### src/hdl/sha_pkg.sv
// ----------------------------------------------------------------------------
// SHA-256 hasher package
// Shared types, commands, constants and the rotate function.
// ----------------------------------------------------------------------------
package sha_pkg;

  localparam logic [1:0] KIND_DATA    = 2'd0;
  localparam logic [1:0] KIND_FINISH  = 2'd1;
  localparam logic [1:0] KIND_RESTART = 2'd2;

  localparam logic [7:0] PAD_BYTE = 8'h80;
  localparam logic [5:0] LEN_POS  = 6'd56;

  typedef struct packed {
    logic [1:0] kind;
    logic [7:0] data_byte;
  } in_item_t;

  typedef struct packed {
    logic [31:0] digest_word;
    logic [2:0]  word_index;
    logic        last_word;
  } out_item_t;

  // byte source for the buffer write
  typedef enum logic [1:0] {
    SRC_DATA = 2'd0,
    SRC_PAD  = 2'd1,
    SRC_ZERO = 2'd2,
    SRC_LEN  = 2'd3
  } byte_src_e;

  typedef struct packed {
    logic      restart;
    logic      count_byte;
    logic      push;
    byte_src_e src;
    logic [2:0] len_idx;
    logic      blk_start;
    logic      round;
    logic      blk_end;
  } dp_cmd_t;

  typedef struct packed {
    logic       full;
    logic [5:0] fill;
  } dp_sts_t;

  localparam logic [31:0] IV [8] = '{
    32'h6A09E667, 32'hBB67AE85, 32'h3C6EF372, 32'hA54FF53A,
    32'h510E527F, 32'h9B05688C, 32'h1F83D9AB, 32'h5BE0CD19};

  localparam logic [31:0] K [64] = '{
    32'h428A2F98, 32'h71374491, 32'hB5C0FBCF, 32'hE9B5DBA5, 32'h3956C25B, 32'h59F111F1,
    32'h923F82A4, 32'hAB1C5ED5, 32'hD807AA98, 32'h12835B01, 32'h243185BE, 32'h550C7DC3,
    32'h72BE5D74, 32'h80DEB1FE, 32'h9BDC06A7, 32'hC19BF174, 32'hE49B69C1, 32'hEFBE4786,
    32'h0FC19DC6, 32'h240CA1CC, 32'h2DE92C6F, 32'h4A7484AA, 32'h5CB0A9DC, 32'h76F988DA,
    32'h983E5152, 32'hA831C66D, 32'hB00327C8, 32'hBF597FC7, 32'hC6E00BF3, 32'hD5A79147,
    32'h06CA6351, 32'h14292967, 32'h27B70A85, 32'h2E1B2138, 32'h4D2C6DFC, 32'h53380D13,
    32'h650A7354, 32'h766A0ABB, 32'h81C2C92E, 32'h92722C85, 32'hA2BFE8A1, 32'hA81A664B,
    32'hC24B8B70, 32'hC76C51A3, 32'hD192E819, 32'hD6990624, 32'hF40E3585, 32'h106AA070,
    32'h19A4C116, 32'h1E376C08, 32'h2748774C, 32'h34B0BCB5, 32'h391C0CB3, 32'h4ED8AA4A,
    32'h5B9CCA4F, 32'h682E6FF3, 32'h748F82EE, 32'h78A5636F, 32'h84C87814, 32'h8CC70208,
    32'h90BEFFFA, 32'hA4506CEB, 32'hBEF9A3F7, 32'hC67178F2};

  function automatic logic [31:0] rotr(input logic [31:0] v, input int n);
    return (v >> n) | (v << (32 - n));
  endfunction

endpackage

### src/hdl/sha256_byte_stream_hasher.sv
// ----------------------------------------------------------------------------
// SHA-256 byte stream hasher
// Hashes a message fed one word at a time; emits the digest on finish.
// ----------------------------------------------------------------------------
// Input channel in_valid_i/in_ready_o carries one word: kind and data_byte.
// Kind data appends a byte (dropped after a finish until restart), finish
// pads and emits the digest, restart reloads the initial hash. Kind three
// is ignored. Every 64th byte starts the compression (one round per cycle
// through a single round unit) before the next word is taken. Finish
// pushes the pad byte, zero bytes up to byte 56 of a block (compressing
// any block that fills) and the length bytes, compresses the final block,
// then streams eight digest words, word_index 0 first, last_word on the
// eighth, on out_valid_o/out_ready_i.
// Output is held in a register: a stalled receiver holds the word and
// freezes the emit sequence; input stays blocked until the eighth word is
// loaded into the output register.
// Reset loads the initial hash, clears length and finish state, and drops
// any pending output.
// ----------------------------------------------------------------------------
module sha256_byte_stream_hasher (
  input  logic               clk_i,
  input  logic               rst_ni,
  input  logic               in_valid_i,
  output logic               in_ready_o,
  input  sha_pkg::in_item_t  in_data_i,
  output logic               out_valid_o,
  input  logic               out_ready_i,
  output sha_pkg::out_item_t out_data_o
);
  import sha_pkg::*;

  dp_cmd_t     cmd;
  dp_sts_t     sts;
  logic [31:0] chain_word;
  logic [5:0]  round;
  logic [2:0]  rd_idx;

  sha_ctrl u_ctrl (
    .clk_i, .rst_ni, .in_valid_i, .in_ready_o, .in_data_i,
    .out_valid_o, .out_ready_i, .out_data_o,
    .cmd_o(cmd), .sts_i(sts), .chain_word_i(chain_word),
    .round_o(round), .rd_idx_o(rd_idx)
  );

  sha_datapath u_dp (
    .clk_i, .rst_ni, .cmd_i(cmd), .data_byte_i(in_data_i.data_byte),
    .round_i(round), .rd_idx_i(rd_idx), .sts_o(sts), .chain_word_o(chain_word)
  );
endmodule

### src/hdl/sha_datapath.sv
// ----------------------------------------------------------------------------
// SHA-256 datapath
// Block buffer, length counter, schedule, working variables and chain words.
// ----------------------------------------------------------------------------
module sha_datapath (
  input  logic              clk_i,
  input  logic              rst_ni,
  input  sha_pkg::dp_cmd_t  cmd_i,
  input  logic [7:0]        data_byte_i,
  input  logic [5:0]        round_i,
  input  logic [2:0]        rd_idx_i,
  output sha_pkg::dp_sts_t  sts_o,
  output logic [31:0]       chain_word_o
);
  import sha_pkg::*;

  logic [31:0] buf_q [16];
  logic [5:0]  fill_q;
  logic        full_q;
  logic [63:0] msg_bytes_q;
  logic [31:0] w_q [16];
  logic [31:0] v_q [8];
  logic [31:0] h_q [8];

  logic [63:0] bits;
  logic [7:0]  wr_byte;
  logic [31:0] w_cur, x15, x2, g0, g1, s0, s1, ch, maj, t1, t2;
  logic [3:0]  ri;

  assign bits = {msg_bytes_q[60:0], 3'b000};
  assign ri   = round_i[3:0];

  always_comb begin
    case (cmd_i.src)
      SRC_DATA: wr_byte = data_byte_i;
      SRC_PAD:  wr_byte = PAD_BYTE;
      SRC_ZERO: wr_byte = 8'h00;
      SRC_LEN:  wr_byte = bits[8*(7-cmd_i.len_idx) +: 8];
      default:  wr_byte = 8'h00;
    endcase
  end

  always_comb begin
    x15 = w_q[4'(ri + 4'd1)];
    x2  = w_q[4'(ri + 4'd14)];
    g0  = rotr(x15, 7) ^ rotr(x15, 18) ^ (x15 >> 3);
    g1  = rotr(x2, 17) ^ rotr(x2, 19) ^ (x2 >> 10);
    if (round_i < 6'd16) begin
      w_cur = buf_q[ri];
    end else begin
      w_cur = w_q[ri] + g0 + w_q[4'(ri + 4'd9)] + g1;
    end
    s1  = rotr(v_q[4], 6) ^ rotr(v_q[4], 11) ^ rotr(v_q[4], 25);
    ch  = (v_q[4] & v_q[5]) ^ (~v_q[4] & v_q[6]);
    t1  = v_q[7] + s1 + ch + K[round_i] + w_cur;
    s0  = rotr(v_q[0], 2) ^ rotr(v_q[0], 13) ^ rotr(v_q[0], 22);
    maj = (v_q[0] & v_q[1]) ^ (v_q[0] & v_q[2]) ^ (v_q[1] & v_q[2]);
    t2  = s0 + maj;
  end

  // pack bytes big-endian into 32-bit buffer words
  always_ff @(posedge clk_i) begin
    if (cmd_i.push) begin
      buf_q[fill_q[5:2]][{~fill_q[1:0], 3'b000} +: 8] <= wr_byte;
    end
  end

  always_ff @(posedge clk_i or negedge rst_ni) begin
    if (!rst_ni) begin
      fill_q      <= '0;
      full_q      <= 1'b0;
      msg_bytes_q <= '0;
    end else begin
      if (cmd_i.restart) begin
        fill_q      <= '0;
        full_q      <= 1'b0;
        msg_bytes_q <= '0;
      end else begin
        if (cmd_i.count_byte) begin
          msg_bytes_q <= msg_bytes_q + 64'd1;
        end
        if (cmd_i.push) begin
          fill_q <= fill_q + 6'd1;
          full_q <= (fill_q == 6'd63);
        end else if (cmd_i.blk_end) begin
          full_q <= 1'b0;
        end
      end
    end
  end

  always_ff @(posedge clk_i) begin
    if (cmd_i.blk_start) begin
      for (int i = 0; i < 8; i++) v_q[i] <= h_q[i];
    end else if (cmd_i.round) begin
      w_q[ri] <= w_cur;
      v_q[7] <= v_q[6];
      v_q[6] <= v_q[5];
      v_q[5] <= v_q[4];
      v_q[4] <= v_q[3] + t1;
      v_q[3] <= v_q[2];
      v_q[2] <= v_q[1];
      v_q[1] <= v_q[0];
      v_q[0] <= t1 + t2;
    end
  end

  always_ff @(posedge clk_i or negedge rst_ni) begin
    if (!rst_ni) begin
      for (int i = 0; i < 8; i++) h_q[i] <= IV[i];
    end else if (cmd_i.restart) begin
      for (int i = 0; i < 8; i++) h_q[i] <= IV[i];
    end else if (cmd_i.blk_end) begin
      for (int i = 0; i < 8; i++) h_q[i] <= h_q[i] + v_q[i];
    end
  end

  assign sts_o.full   = full_q;
  assign sts_o.fill   = fill_q;
  assign chain_word_o = h_q[rd_idx_i];

  a_push_not_full: assert property (@(posedge clk_i) disable iff (!rst_ni)
    cmd_i.push |-> !full_q) else $error("push into full block");
  a_full_at_wrap: assert property (@(posedge clk_i) disable iff (!rst_ni)
    full_q |-> fill_q == 6'd0) else $error("full flag without wrap");
  a_no_push_in_round: assert property (@(posedge clk_i) disable iff (!rst_ni)
    cmd_i.round |-> !cmd_i.push) else $error("push during compression");
endmodule

### src/hdl/sha_ctrl.sv
// ----------------------------------------------------------------------------
// SHA-256 controller
// Sequences byte intake, padding, compression and digest output.
// ----------------------------------------------------------------------------
module sha_ctrl (
  input  logic               clk_i,
  input  logic               rst_ni,
  input  logic               in_valid_i,
  output logic               in_ready_o,
  input  sha_pkg::in_item_t  in_data_i,
  output logic               out_valid_o,
  input  logic               out_ready_i,
  output sha_pkg::out_item_t out_data_o,
  output sha_pkg::dp_cmd_t   cmd_o,
  input  sha_pkg::dp_sts_t   sts_i,
  input  logic [31:0]        chain_word_i,
  output logic [5:0]         round_o,
  output logic [2:0]         rd_idx_o
);
  import sha_pkg::*;

  localparam logic [2:0] ST_IDLE  = 3'd0;
  localparam logic [2:0] ST_PAD   = 3'd1;
  localparam logic [2:0] ST_LEN   = 3'd2;
  localparam logic [2:0] ST_START = 3'd3;
  localparam logic [2:0] ST_ROUND = 3'd4;
  localparam logic [2:0] ST_END   = 3'd5;
  localparam logic [2:0] ST_EMIT  = 3'd6;

  logic [2:0] state_q, state_d;
  logic [5:0] cnt_q, cnt_d;
  logic       done_q, done_d;
  logic       fin_q, fin_d;
  logic       padded_q, padded_d;
  logic       ovalid_q, ovalid_d;
  out_item_t  odata_q;
  logic       accept, load_out;

  assign accept      = in_valid_i && in_ready_o;
  assign in_ready_o  = (state_q == ST_IDLE) && !sts_i.full;
  assign out_valid_o = ovalid_q;
  assign out_data_o  = odata_q;
  assign round_o     = cnt_q;
  assign rd_idx_o    = cnt_q[2:0];
  assign load_out    = (state_q == ST_EMIT) && (!ovalid_q || out_ready_i);

  always_comb begin
    state_d  = state_q;
    cnt_d    = cnt_q;
    done_d   = done_q;
    fin_d    = fin_q;
    padded_d = padded_q;
    ovalid_d = ovalid_q && !out_ready_i;
    cmd_o    = '0;
    cmd_o.src = SRC_DATA;
    cmd_o.len_idx = cnt_q[2:0];
    case (state_q)
      ST_IDLE: begin
        if (sts_i.full) begin
          state_d = ST_START;
        end else if (accept) begin
          case (in_data_i.kind)
            KIND_DATA: begin
              if (!done_q) begin
                cmd_o.count_byte = 1'b1;
                cmd_o.push       = 1'b1;
              end
            end
            KIND_FINISH: begin
              cnt_d = '0;
              if (done_q) begin
                state_d = ST_EMIT;
              end else begin
                state_d  = ST_PAD;
                padded_d = 1'b0;
              end
            end
            KIND_RESTART: begin
              cmd_o.restart = 1'b1;
              done_d = 1'b0;
            end
            default: ;
          endcase
        end
      end
      ST_PAD: begin
        if (sts_i.full) begin
          fin_d   = 1'b1;
          state_d = ST_START;
        end else if (padded_q && sts_i.fill == LEN_POS) begin
          cnt_d   = '0;
          state_d = ST_LEN;
        end else begin
          cmd_o.push = 1'b1;
          cmd_o.src  = padded_q ? SRC_ZERO : SRC_PAD;
          padded_d   = 1'b1;
        end
      end
      ST_LEN: begin
        cmd_o.push = 1'b1;
        cmd_o.src  = SRC_LEN;
        cnt_d      = cnt_q + 6'd1;
        if (cnt_q == 6'd7) begin
          fin_d   = 1'b1;
          done_d  = 1'b1;
          state_d = ST_START;
        end
      end
      ST_START: begin
        cmd_o.blk_start = 1'b1;
        cnt_d   = '0;
        state_d = ST_ROUND;
      end
      ST_ROUND: begin
        cmd_o.round = 1'b1;
        cnt_d = cnt_q + 6'd1;
        if (cnt_q == 6'd63) begin
          state_d = ST_END;
        end
      end
      ST_END: begin
        cmd_o.blk_end = 1'b1;
        cnt_d = '0;
        if (fin_q) begin
          fin_d   = 1'b0;
          state_d = done_q ? ST_EMIT : ST_PAD;
        end else begin
          state_d = ST_IDLE;
        end
      end
      ST_EMIT: begin
        if (load_out) begin
          ovalid_d = 1'b1;
          cnt_d    = cnt_q + 6'd1;
          if (cnt_q[2:0] == 3'd7) begin
            cnt_d   = '0;
            state_d = ST_IDLE;
          end
        end
      end
      default: state_d = ST_IDLE;
    endcase
  end

  always_ff @(posedge clk_i or negedge rst_ni) begin
    if (!rst_ni) begin
      state_q  <= ST_IDLE;
      cnt_q    <= '0;
      done_q   <= 1'b0;
      fin_q    <= 1'b0;
      padded_q <= 1'b0;
      ovalid_q <= 1'b0;
    end else begin
      state_q  <= state_d;
      cnt_q    <= cnt_d;
      done_q   <= done_d;
      fin_q    <= fin_d;
      padded_q <= padded_d;
      ovalid_q <= ovalid_d;
    end
  end

  always_ff @(posedge clk_i) begin
    if (load_out) begin
      odata_q.digest_word <= chain_word_i;
      odata_q.word_index  <= cnt_q[2:0];
      odata_q.last_word   <= (cnt_q[2:0] == 3'd7);
    end
  end

  a_ready_only_idle: assert property (@(posedge clk_i) disable iff (!rst_ni)
    in_ready_o |-> state_q == ST_IDLE) else $error("ready outside idle");
  a_round_count: assert property (@(posedge clk_i) disable iff (!rst_ni)
    state_q == ST_ROUND && cnt_q == 6'd63 |=> state_q == ST_END)
    else $error("compression length");
  a_emit_leaves_done: assert property (@(posedge clk_i) disable iff (!rst_ni)
    state_q == ST_EMIT |-> done_q) else $error("digest before padding");
endmodule
### config.mk
export PLATFORM = sky130hd
export DESIGN_NAME = sha256_byte_stream_hasher
export DESIGN_NICKNAME = d
export VERILOG_FILES = /design/src/hdl/sha_pkg.sv /design/src/hdl/sha256_byte_stream_hasher.sv /design/src/hdl/sha_datapath.sv /design/src/hdl/sha_ctrl.sv
export SDC_FILE = /design/constraint.sdc
export NUM_CORES = 2
export LEC_CHECK = 0
export BUFFER_PORTS_ARGS = -buffer_cell sky130_fd_sc_hd__buf_2
export CAP_MARGIN = 20
export CORE_MARGIN = 5
export CORE_UTILIZATION = 50
export DETAILED_ROUTE_END_ITERATION = 6
export PLACE_DENSITY = 0.73
export SETUP_SLACK_MARGIN = 0.05
export SLEW_MARGIN = 20
export SYNTH_ARGS = -nofsm -noshare
export SYNTH_HDL_FRONTEND = slang
export SYNTH_HIERARCHICAL = 1
export SYNTH_SLANG_ARGS = --single-unit
### constraint.sdc
create_clock -name clk_i -period 37.4 [get_ports clk_i]
set_clock_uncertainty 0.2 [all_clocks]
set_input_delay 7.48 -clock clk_i [delete_from_list [all_inputs] [get_ports clk_i]]
set_output_delay 7.48 -clock clk_i [all_outputs]
set_load 0.02 [all_outputs]
==> metrics.cfg <==
[outcome]
status=finished clean

[worst_setup_path]
crit_type=reg2reg
cp_max_fo=57
reg2reg_from=u_ctrl/round_o[1]$_DFFE_PN0P_
start_kind=flop
arrival_ns=16.68
rrSetupSlack_ns=21.06
timing.rr.end=u_dp/v_q[0][31]$_DFFE_PP_
reg2reg_depth=50
crit_path_end_kind=flop
required_ns=37.74
slowest_stage=dfrtp_4
critPathMaxStageDelay_ns=0.98

[sta]
final_max_slew_viol_count=0
rsz0062_at_grt=false
worst_slew_pin_slew_ns=1.26
holdWs_ns=0.321
hold_violations=0
max_freq_ghz=0.0612
post-route-period-util_pct=43.7
setup_violations=0
min_period_ns=16.34
setup-tns-final_ns=0
max_slew_margin_pct=15.8

[placed_design]
dp_hpwl_mm=228
place_area_um2=107000
io_buffers=51
gp_congestion=1.03

[floorplan]
die_h_um=467
fp.dieW_um=467
start_util_pct=50.3
pin_count=52
core_area_um2=207000
dieArea_um2=218000
rows=167

[cells_and_area]
most-common-layout-cells=1316 x edfxtp_1, 1000 x nand2_1, 656 x mux4_2
layout-drive-gt1-share_pct=16.2
fillCellCount=16900
final_core_util_pct=54.7
syn_to_final_growth_pct=8.84
stdcell_area_um2=113000
nets=9035
final_common_cell=edfxtp_1

[cts]
htreeDepth=4
cts_buffer_depth=3
clk_latency_ns=0.91
hold_buffers=0
cts_setup_buffers=0
cts_resized=0
cts_root_buffer=clkbuf_16
cts_tree=yes
clock_sinks=1653
clk_pin_slew_ns=0.06
numCtsBuffers=178

[global_routing]
gr-usage-all-layers_pct=29.8
grt_first_pass_wirelength_mm=487
grt_antenna_before_repair=9
grt_pass1_vias=73300
grt_max_degree=189
gr-total-overflow=0

[yosys]
synthArstFlopShare_pct=20.4
syn-cell-area_um2=104000
synth_area_per_cell_um2=12.2
synth_ff_type=edfxtp_1
synth_enable_flop_cells=1316
syn_inst=8554
yosys_warnings=6
ys_seq_area_share_pct=46.2
synth.ff_latch_count=1653
ys_types=100
syn-num-nets=9176

[detailed_routing]
ant_nets=0
post_drt_wl_per_cell_um=29.0
drtIter0Drc=10200
drc_errors=0
routed_wl_mm=329
via_count=75600
dr.pass1.iters=7
routed_via_density=6.65

[worst_hold_path]
worst_hold_path.endpoint=u_dp/h_q[152]$_DFFE_PN1P_
holdCritStartpoint=u_dp/h_q[152]$_DFFE_PN1P_
hp-class=reg2reg
hold-path-cell-count=2

[job]
drv_cap=0

==> kinds of logic after synthesis <==
kind of cell | Yosys count | share of synthesized area [%]
AND/OR/NAND/NOR | 2179 | 9.18
AO/OA/AOI/OAI | 1693 | 10.4
flip-flops | 1653 | 46.2
multiplexers | 949 | 17.2
buffers and inverters | 863 | 3.25
adder cells (fa/ha/maj) | 627 | 8.88
XOR/XNOR | 590 | 5.02
==> critical path, delay by kind of cell (launching register included) <==
kind / cells / cell delay [ns]
flip-flops: 1 / 0.98
adder cells (fa/ha/maj): 10 / 4.86
AO/OA/AOI/OAI: 16 / 4.18
AND/OR/NAND/NOR: 6 / 0.77
buffers and inverters: 10 / 2.54
XOR/XNOR: 6 / 1.12
multiplexers: 2 / 1.24
==> sequential cells by signal, summed over array words and instances (netlist names) <==
name	flops
u_dp/msg_bytes_q	61
u_dp/w_q	512
u_ctrl/round_o	6
u_ctrl/out_data_o	36
u_ctrl/fin_q	1
u_dp/fill_q	6
u_dp/buf_q	512
u_ctrl/state_q	3
u_dp/full_q	1
u_ctrl/done_q	1
u_ctrl/padded_q	1
u_ctrl/out_valid_o	1
u_dp/v_q	256
u_dp/h_q	256
==> per-stage QoR <==
stage,setup WS [ns],cells
6_report,21.06,11400
3_3_place_gp,21.28,11000
5_1_grt,20.30,11400
2_1_floorplan,22.60,8554
3_5_place_dp,21.09,11000
4_1_cts,20.96,11400
==> synthesized netlist by cell type, types with 21 or more instances <==
master,number,area share (%)
a211oi_1,66,0.48
o21a_1,70,0.50
nor2_1,588,2.1
and2_1,26,0.16
o21ai_1,116,0.56
or3_1,42,0.25
and3_1,55,0.33
mux2i_1,216,2.1
a31oi_1,49,0.29
xnor2_1,406,3.4
ha_1,413,5.0
mux2_2,68,0.73
nor3_1,94,0.45
o21ai_0,304,1.5
o22ai_1,37,0.22
o221ai_1,32,0.27
buf_2,40,0.19
nor2b_1,54,0.32
a21oi_1,444,2.1
nand4_1,30,0.18
clkbuf_1,350,1.3
a221oi_1,33,0.28
mux4_2,656,14
dfstp_2,136,3.4
inv_1,350,1.3
fa_1,195,3.7
and4_1,21,0.18
o211ai_1,62,0.45
nand2b_1,54,0.32
o31ai_1,32,0.23
xor2_1,179,1.5
buf_1,96,0.35
nand3_1,123,0.59
a211o_1,24,0.20
a21o_1,208,1.5
o21bai_1,54,0.39
edfxtp_1,1316,38
nand2_1,1001,3.6
dfrtp_1,201,4.8
==> how the worst max path moves through the flow <==
| stage | startpoint | endpoint | slack, ns | depth (start not counted) |
|---|---|---|---|---|
| after floorplan | u_ctrl/round_o[0]$_DFFE_PN0P_ | u_dp/v_q[0][31]$_DFFE_PP_ | 22.60 | 61 |
| after CTS | u_ctrl/round_o[0]$_DFFE_PN0P_ | u_dp/v_q[0][31]$_DFFE_PP_ | 20.96 | 50 |
| after global routing | u_ctrl/round_o[1]$_DFFE_PN0P_ | u_dp/v_q[0][31]$_DFFE_PP_ | 20.30 | 52 |
| after global placement | u_ctrl/round_o[0]$_DFFE_PN0P_ | u_dp/v_q[0][31]$_DFFE_PP_ | 21.28 | 51 |
| after detailed placement | u_ctrl/round_o[0]$_DFFE_PN0P_ | u_dp/v_q[0][31]$_DFFE_PP_ | 21.09 | 51 |
| final | u_ctrl/round_o[1]$_DFFE_PN0P_ | u_dp/v_q[0][31]$_DFFE_PP_ | 21.06 | 50 |
==> per-layer routing <==
layer / wire, um / GRT usage, %
met5: 24 / 0
met1: 129000 / 41.9
met2: 144000 / 44.0
met3: 39400 / 7.24
met4: 17600 / 13.7
==> cell type report <==
class	instances	area [um^2]	area share (%)
multi-input cells	6038	53000	46.7
clock inverters	114	1370	1.20
repair buffers	187	1410	1.24
inverters	355	1350	1.19
well taps	2788	3490	3.07
clock buffers	222	4700	4.14
flip-flops and latches	1653	48100	42.4
diodes	4	10.0	0.00882
Power is not shown: default switching activity piles up to over one toggle a cycle in this logic, so the estimate is an artifact.
